File: src/rtl/b64e_pkg.sv
// shared types, constants and the alphabet function of the base64 encoder
// no dependencies
`default_nettype none

package b64e_pkg;

    localparam int CHAR_W   = 7;
    localparam int JOB_SLOTS = 4;   // characters one byte can produce before escaping

    localparam logic [CHAR_W-1:0] CHAR_PLUS  = 7'h2B;  // '+'
    localparam logic [CHAR_W-1:0] CHAR_SLASH = 7'h2F;  // '/'
    localparam logic [CHAR_W-1:0] CHAR_PCT   = 7'h25;  // '%'
    localparam logic [CHAR_W-1:0] CHAR_TWO   = 7'h32;  // '2'
    localparam logic [CHAR_W-1:0] CHAR_LOWB  = 7'h62;  // 'b'
    localparam logic [CHAR_W-1:0] CHAR_PAD   = 7'h3D;  // '='
    localparam logic [CHAR_W-1:0] CHAR_UPA   = 7'h41;  // 'A'
    localparam logic [CHAR_W-1:0] CHAR_LOWA  = 7'h61;  // 'a'
    localparam logic [CHAR_W-1:0] CHAR_ZERO  = 7'h30;  // '0'

    // position within the 3-byte group
    typedef enum logic [1:0] {
        PH_START = 2'd0,
        PH_ONE   = 2'd1,
        PH_TWO   = 2'd2
    } phase_t;

    // step within an escaped plus
    typedef enum logic [1:0] {
        ESC_PCT  = 2'd0,
        ESC_TWO  = 2'd1,
        ESC_LOWB = 2'd2
    } esc_step_t;

    // characters produced by one input byte, before escaping
    typedef struct packed {
        logic [JOB_SLOTS-1:0][CHAR_W-1:0] chars;
        logic [1:0]                       last_idx;
        logic                             last;
    } job_t;

    // one output word
    typedef struct packed {
        logic [CHAR_W-1:0] out_char;
        logic              last_char;
        logic              run_end;
    } out_word_t;

    function automatic logic [CHAR_W-1:0] b64_char(input logic [5:0] v);
        logic [CHAR_W-1:0] v7;
        v7 = {1'b0, v};
        if (v < 6'd26)
            return CHAR_UPA + v7;
        else if (v < 6'd52)
            return CHAR_LOWA + v7 - 7'd26;
        else if (v < 6'd62)
            return CHAR_ZERO + v7 - 7'd52;
        else if (v == 6'd62)
            return CHAR_PLUS;
        else
            return CHAR_SLASH;
    endfunction

endpackage

`default_nettype wire

File: src/rtl/base64_encoder_plus_escape.sv
// top level of the streaming base64 encoder with optional plus escaping
// depends on b64e_pkg, b64e_front, b64e_jobq, b64e_back
`default_nettype none

// usage
// - input side is a queue: drive data_byte and last_byte, raise push; the byte
//   is taken at an edge where push is high and full is low
// - result side is a queue: while empty is low, out_char, last_char and run_end
//   show the oldest word; it is taken at an edge where pop is high
// - run_end marks the last word caused by a byte, last_char the final word of
//   a message (the byte carrying last_byte)
// - plus_escape is written through cfg_valid/cfg_ready (ready always high) and
//   must only change while the block is idle; 1 turns each '+' into "%2b"
// - a byte's first word reaches the result side through two registered queues:
//   front translates it into the job queue at the edge that takes it, and back
//   later emits it into the output queue once that queue has room
// - the back end emits one word per cycle while the output queue has room; a byte
//   causes 1 or 2 words mostly, up to 6 with padding and escaping;
//   a two-entry job queue lets the front take new bytes meanwhile
// - when pop stays low the two-word output queue fills, the back end stops,
//   the job queue fills and full rises; nothing is lost
// - reset clears group phase, leftover bits, both queues and plus_escape
module base64_encoder_plus_escape (
    input  wire logic       clk,
    input  wire logic       rst_n,
    // input queue side
    input  wire logic       push,
    output logic            full,
    input  wire logic [7:0] data_byte,
    input  wire logic       last_byte,
    // result queue side
    output logic            empty,
    input  wire logic       pop,
    output logic [6:0]      out_char,
    output logic            last_char,
    output logic            run_end,
    // configuration write channel
    input  wire logic       cfg_valid,
    output logic            cfg_ready,
    input  wire logic       plus_escape
);
    import b64e_pkg::*;

    logic       esc_reg;
    logic       accept;
    logic       job_valid, job_pop;
    job_t       front_job, head_job;
    out_word_t  head_word;

    // config register, always ready
    assign cfg_ready = 1'b1;

    always_ff @(posedge clk or negedge rst_n)
    begin
        if (!rst_n)
            esc_reg <= 1'b0;
        else if (cfg_valid && cfg_ready)
            esc_reg <= plus_escape;
    end

    // a byte is taken whenever the job queue has room
    assign accept = push && !full;

    // front: phase, leftover bits, translation to characters
    b64e_front u_front (
        .clk       (clk),
        .rst_n     (rst_n),
        .accept    (accept),
        .data_byte (data_byte),
        .last_byte (last_byte),
        .job       (front_job)
    );

    // decoupling queue, lets front and back stall separately
    b64e_jobq u_jobq (
        .clk    (clk),
        .rst_n  (rst_n),
        .wr_en  (accept),
        .wr_job (front_job),
        .full   (full),
        .rd_en  (job_pop),
        .valid  (job_valid),
        .rd_job (head_job)
    );

    // back: one word per cycle into the output queue while it has room
    b64e_back u_back (
        .clk         (clk),
        .rst_n       (rst_n),
        .plus_escape (esc_reg),
        .job_valid   (job_valid),
        .job         (head_job),
        .job_pop     (job_pop),
        .empty       (empty),
        .pop         (pop),
        .head        (head_word)
    );

    assign out_char  = head_word.out_char;
    assign last_char = head_word.last_char;
    assign run_end   = head_word.run_end;

endmodule

`default_nettype wire

File: src/rtl/b64e_front.sv
// front end: group phase tracking and sextet-to-character translation per byte
// depends on b64e_pkg
`default_nettype none

module b64e_front (
    input  wire logic           clk,
    input  wire logic           rst_n,
    input  wire logic           accept,
    input  wire logic [7:0]     data_byte,
    input  wire logic           last_byte,
    output b64e_pkg::job_t      job
);
    import b64e_pkg::*;

    phase_t     phase_reg, phase_next;
    logic [3:0] left_reg, left_next;

    always_ff @(posedge clk or negedge rst_n)
    begin
        if (!rst_n)
        begin
            phase_reg <= PH_START;
            left_reg  <= 4'd0;
        end
        else if (accept)
        begin
            phase_reg <= phase_next;
            left_reg  <= left_next;
        end
    end

    // next state
    always_comb
    begin
        unique case (phase_reg)
            PH_ONE:
            begin
                phase_next = PH_TWO;
                left_next  = data_byte[3:0];
            end
            PH_TWO:
            begin
                phase_next = PH_START;
                left_next  = 4'd0;
            end
            default:
            begin
                phase_next = PH_ONE;
                left_next  = {2'b00, data_byte[1:0]};
            end
        endcase
        if (last_byte)
        begin
            phase_next = PH_START;
            left_next  = 4'd0;
        end
    end

    // characters for this byte
    always_comb
    begin
        job.chars    = {JOB_SLOTS{CHAR_PAD}};
        job.last     = last_byte;
        unique case (phase_reg)
            PH_ONE:
            begin
                job.chars[0] = b64_char({left_reg[1:0], data_byte[7:4]});
                job.chars[1] = b64_char({data_byte[3:0], 2'b00});
                job.last_idx = last_byte ? 2'd2 : 2'd0;
            end
            PH_TWO:
            begin
                job.chars[0] = b64_char({left_reg, data_byte[7:6]});
                job.chars[1] = b64_char(data_byte[5:0]);
                job.last_idx = 2'd1;
            end
            default:
            begin
                job.chars[0] = b64_char(data_byte[7:2]);
                job.chars[1] = b64_char({data_byte[1:0], 4'b0000});
                job.last_idx = last_byte ? 2'd3 : 2'd0;
            end
        endcase
    end

endmodule

`default_nettype wire

File: src/rtl/b64e_jobq.sv
// two-entry queue of per-byte character jobs between front and back
// depends on b64e_pkg
`default_nettype none

module b64e_jobq (
    input  wire logic           clk,
    input  wire logic           rst_n,
    input  wire logic           wr_en,
    input  wire b64e_pkg::job_t wr_job,
    output logic                full,
    input  wire logic           rd_en,
    output logic                valid,
    output b64e_pkg::job_t      rd_job
);
    import b64e_pkg::*;

    job_t       mem_reg [2];
    logic       wr_ptr_reg, rd_ptr_reg;
    logic [1:0] count_reg, count_next;

    assign full   = (count_reg == 2'd2);
    assign valid  = (count_reg != 2'd0);
    assign rd_job = mem_reg[rd_ptr_reg];

    always_comb
    begin
        count_next = count_reg;
        if (wr_en && !rd_en)
            count_next = count_reg + 2'd1;
        else if (rd_en && !wr_en)
            count_next = count_reg - 2'd1;
    end

    always_ff @(posedge clk or negedge rst_n)
    begin
        if (!rst_n)
        begin
            wr_ptr_reg <= 1'b0;
            rd_ptr_reg <= 1'b0;
            count_reg  <= 2'd0;
        end
        else
        begin
            count_reg <= count_next;
            if (wr_en)
                wr_ptr_reg <= ~wr_ptr_reg;
            if (rd_en)
                rd_ptr_reg <= ~rd_ptr_reg;
        end
    end

    always_ff @(posedge clk)
    begin
        if (wr_en)
            mem_reg[wr_ptr_reg] <= wr_job;
    end

endmodule

`default_nettype wire

File: src/rtl/b64e_back.sv
// back end: walks each job one word a cycle while the output queue has room,
// expands escaped plus, and holds results in a two-word output queue; depends on b64e_pkg
`default_nettype none

module b64e_back (
    input  wire logic           clk,
    input  wire logic           rst_n,
    input  wire logic           plus_escape,
    input  wire logic           job_valid,
    input  wire b64e_pkg::job_t job,
    output logic                job_pop,
    output logic                empty,
    input  wire logic           pop,
    output b64e_pkg::out_word_t head
);
    import b64e_pkg::*;

    logic [1:0]  sym_reg, sym_next;
    esc_step_t   sub_reg, sub_next;
    logic [CHAR_W-1:0] cur_char, emit_char;
    logic        is_plus, char_done, job_done, can_write, fire, out_pop;
    out_word_t   word;

    out_word_t   oq_reg [2];
    logic        owr_ptr_reg, ord_ptr_reg;
    logic [1:0]  ocount_reg;

    assign cur_char  = job.chars[sym_reg];
    assign is_plus   = plus_escape && (cur_char == CHAR_PLUS);
    assign char_done = !is_plus || (sub_reg == ESC_LOWB);
    assign job_done  = char_done && (sym_reg == job.last_idx);

    always_comb
    begin
        emit_char = cur_char;
        if (is_plus)
        begin
            unique case (sub_reg)
                ESC_PCT: emit_char = CHAR_PCT;
                ESC_TWO: emit_char = CHAR_TWO;
                default: emit_char = CHAR_LOWB;
            endcase
        end
    end

    assign out_pop   = pop && !empty;
    assign can_write = (ocount_reg != 2'd2) || out_pop;
    assign fire      = job_valid && can_write;
    assign job_pop   = fire && job_done;

    assign word.out_char  = emit_char;
    assign word.last_char = job_done && job.last;
    assign word.run_end   = job_done;

    always_comb
    begin
        sym_next = sym_reg;
        sub_next = sub_reg;
        if (fire)
        begin
            priority if (job_done)
            begin
                sym_next = 2'd0;
                sub_next = ESC_PCT;
            end
            else if (char_done)
            begin
                sym_next = sym_reg + 2'd1;
                sub_next = ESC_PCT;
            end
            else
            begin
                sub_next = esc_step_t'(sub_reg + 2'd1);
            end
        end
    end

    always_ff @(posedge clk or negedge rst_n)
    begin
        if (!rst_n)
        begin
            sym_reg     <= 2'd0;
            sub_reg     <= ESC_PCT;
            owr_ptr_reg <= 1'b0;
            ord_ptr_reg <= 1'b0;
            ocount_reg  <= 2'd0;
        end
        else
        begin
            sym_reg <= sym_next;
            sub_reg <= sub_next;
            if (fire)
                owr_ptr_reg <= ~owr_ptr_reg;
            if (out_pop)
                ord_ptr_reg <= ~ord_ptr_reg;
            if (fire && !out_pop)
                ocount_reg <= ocount_reg + 2'd1;
            else if (out_pop && !fire)
                ocount_reg <= ocount_reg - 2'd1;
        end
    end

    always_ff @(posedge clk)
    begin
        if (fire)
            oq_reg[owr_ptr_reg] <= word;
    end

    assign empty = (ocount_reg == 2'd0);
    assign head  = oq_reg[ord_ptr_reg];

endmodule

`default_nettype wire

File: config.mk
export PLATFORM = sky130hd
export DESIGN_NAME = base64_encoder_plus_escape
export DESIGN_NICKNAME = d
export VERILOG_FILES = /design/src/rtl/b64e_pkg.sv /design/src/rtl/base64_encoder_plus_escape.sv /design/src/rtl/b64e_front.sv /design/src/rtl/b64e_jobq.sv /design/src/rtl/b64e_back.sv
export SDC_FILE = /design/constraint.sdc
export NUM_CORES = 1
export LEC_CHECK = 0
export BUFFER_PORTS_ARGS = -buffer_cell sky130_fd_sc_hd__buf_2
export CORE_AREA = 2 2 113 115
export CTS_BUF_LIST = sky130_fd_sc_hd__clkbuf_4 sky130_fd_sc_hd__clkbuf_8
export DETAILED_ROUTE_END_ITERATION = 12
export DIE_AREA = 0 0 115 117
export PLACE_DENSITY = 0.57
export SYNTH_ARGS = -nofsm -noshare
export SYNTH_HDL_FRONTEND = slang
export SYNTH_SLANG_ARGS = --single-unit
File: constraint.sdc
create_clock -name clk -period 4.65 [get_ports clk]
set_input_delay 1.395 -clock clk [delete_from_list [all_inputs] [get_ports clk]]
set_output_delay 1.395 -clock clk [all_outputs]
set_load 0.05 [all_outputs]
==> impl_metrics.env <==
export IMPL_status="complete, no violations"
export IMPL_ys_flop_type="edfxtp_1"
export IMPL_io_buffers=25
export IMPL_drtIter0Drc=247
export IMPL_grt_first_pass_wirelength_mm=18.0
export IMPL_startpoint_type="input pin"
export IMPL_ir_worst_vdd_uv=180
export IMPL_syn_cell_area_sq_um=4760
export IMPL_endpoint_kind="register"
export IMPL_nets=531
export IMPL_cts_resized=0
export IMPL_reg2reg_slack_ns=1.62
export IMPL_synth_area_per_cell_sq_um=9.98
export IMPL_synth_seq_cells=71
export IMPL_max_slew_margin_pct=46.5
export IMPL_numCtsBuffers=9
export IMPL_fin_crit_sh_pct=78.9
export IMPL_syn_num_nets=522
export IMPL_ys_warn_count=0
export IMPL_cp_endpoint="u_jobq.mem_reg[0][5]"
export IMPL_syn_inst=477
export IMPL_rr_endpoint="u_jobq.count_reg[1]"
export IMPL_required_ns=4.67
export IMPL_ys_seq_area_share_pct=42.8
export IMPL_gr_total_overflow=0
export IMPL_hold_path_class="reg2reg"
export IMPL_p_leak_nw=1.97
export IMPL_tightest_slew_ns=0.803
export IMPL_hold_violations=0
export IMPL_core_area_sq_um=12300
export IMPL_final_cell_area_sq_um=5160
export IMPL_routedWlPerCell_microns=17.1
export IMPL_r2r_start="u_jobq.rd_ptr_reg"
export IMPL_tritoncts="done"
export IMPL_drive_above_1_share_pct=12.4
export IMPL_numClockSinks=71
export IMPL_dp_hpwl_mm=8.12
export IMPL_setup_viol=0
export IMPL_drv_cap=0
export IMPL_slew_violations=0
export IMPL_cp_startpoint="data_byte[7]"
export IMPL_grt_max_degree=26
export IMPL_yosys_area_top_type_share_pct=32.8
export IMPL_synth_most_common_cell="edfxtp_1"
export IMPL_hold_buffers=0
export IMPL_start_util_pct=38.7
export IMPL_postRouteAntennaNets=0
export IMPL_die_y_microns=117
export IMPL_dr_pass1_iters=5
export IMPL_cts_setup_buffers=0
export IMPL_synth_distinct_cells=64
export IMPL_rsz0062_at_grt="false"
export IMPL_viasPerCell=5.74
export IMPL_clock_latency_ns=0.34
export IMPL_yosys_top_cells_area="edfxtp_1 (33%), dfrtp_1 (10%), ha_1 (7.9%), a21oi_1 (3.8%), mux4_1 (3.3%)"
export IMPL_antenna_found_initial=0
export IMPL_fmax_mhz=273
export IMPL_fill_cells=1203
export IMPL_largest_reg_flops=34
export IMPL_dieArea_sq_um=13500
export IMPL_critPathArrivalTime_ns=3.69
export IMPL_synthArstFlopShare_pct=26.8
export IMPL_vias=3677
export IMPL_critical_path_class="in2reg"
export IMPL_layout_min_cycle_time_ns=3.67
export IMPL_antenna_cells=0
export IMPL_cts_root_buf="clkbuf_8"
export IMPL_cp_max_fo=14
export IMPL_drt_drc_violations_left=0
export IMPL_syn_to_final_growth_pct=8.43
export IMPL_cts_buffer_depth=2
export IMPL_path_clk_slew_ns=0.07
export IMPL_synth_edff_count=52
export IMPL_yosysTopAreaCell="edfxtp_1"
export IMPL_reg2reg_depth=10
export IMPL_htree_levels=3
export IMPL_fin_skew_ns=0.0111
export IMPL_ioPinCount=27
export IMPL_synth_commonest_cells="edfxtp_1 (52), a21oi_1 (36), nand2_1 (32), nor2_1 (31), ha_1 (30)"
export IMPL_routed_wl_mm=11.0
export IMPL_row_count=41
export IMPL_dpl_instance_area_sq_um=4970
export IMPL_fin_setup_tns_ns=0
export IMPL_gr_usage_all_layers_pct=17.2
export IMPL_power_density_nw_per_um2=636
export IMPL_grt_pass1_vias=3539
export IMPL_die_w_microns=115
export IMPL_gp_congestion=0.886
-- worst max-delay path, stage by stage --
cell and delay (ns):
buf_2 0.25, ha_1 0.53, inv_1 0.17, nor2_1 0.43, o32ai_1 0.13, o311ai_0 0.45
o221ai_1 0.32
-- cells by family after synthesis --
family / synth area share [%]
AOI/OAI and AO/OA: 17.3
DFF: 42.8
muxes: 7.02
adders and majority gates: 7.88
xor gates and xnor gates: 4.23
buffers and inverters: 4.57
and+or+nand+nor: 16.1
other: 0.0787
-- stage by stage --
| step | total power [mW] | setup slack [ns] | hold slack [ns] | std cells | util (%) |
|---|---|---|---|---|---|
| 2_1_floorplan | 2.47 | 1.33 | 0.460 | 477 | - |
| 4_1_cts | 3.31 | 1.11 | 0.492 | 641 | 41.9 |
| 6_report | 3.29 | 0.982 | 0.491 | 641 | 41.9 |
| 3_3_place_gp | 2.80 | 0.680 | 0.477 | 625 | 40.3 |
| 5_1_grt | 3.53 | 0.859 | 0.503 | 641 | 41.9 |
| 3_5_place_dp | 2.83 | 0.726 | 0.479 | 625 | 40.3 |
-- layout by cell type (no fill, tap or decap), drive strengths merged, types with 3 or more instances in the layout --
cell / n
a221oi: 3
xor2: 6
nor2b: 8
a21oi: 37
a211oi: 9
nor3: 17
nand2b: 14
nand3: 16
o221ai: 4
o22ai: 5
dfrtp: 19
buf: 27
mux2: 11
mux4: 7
clkinv: 4
inv: 24
nand2: 33
o21ai: 26
o211ai: 7
nand3b: 3
nand4: 4
or3: 3
a21o: 8
xnor2: 17
edfxtp: 52
clkbuf: 11
nor2: 31
ha: 30
and2: 6
a31oi: 11
mux2i: 3
-- power breakdown --
group / switching, mW / internal, mW
registers: 0.173 / 1.08
logic: 0.979 / 0.580
clock network: 0.214 / 0.260
total: 1.37 / 1.92
-- routing by layer --
layer | vias up | wire length (microns) | global-route usage, %
li1 | 1785 | - | -
met4 | 0 | 322 | 7.71
met3 | 28 | 434 | 2.52
met2 | 101 | 5290 | 29.8
met1 | 1763 | 4930 | 21.3
met5 | - | 0 | 0
-- how the worst min path moves through the flow --
stage,startpoint,to,slack [ns],cells past startpoint
after floorplan,u_back.owr_ptr_reg,u_back.owr_ptr_reg,0.46,1
after CTS,u_back.owr_ptr_reg,u_back.owr_ptr_reg,0.49,1
after global routing,u_back.owr_ptr_reg,u_back.owr_ptr_reg,0.50,1
final,u_back.owr_ptr_reg,u_back.owr_ptr_reg,0.49,1
after global placement,u_back.owr_ptr_reg,u_back.owr_ptr_reg,0.48,1
after detailed placement,u_back.owr_ptr_reg,u_back.owr_ptr_reg,0.48,1
-- layout make-up --
class                           instances  area (sq um)  area share, %
Inverter                               25          93.8           1.82
Timing Repair Buffer                   27           140           2.71
Clock buffer                           11           139           2.69
Tap cell                              150           188           3.63
Multi-Input combinational cell        352          2510           48.6
Clock inverter                          5          58.8           1.14
Sequential cell                        71          2040           39.4
No activity file was read; power rests on OpenSTA's default activity.
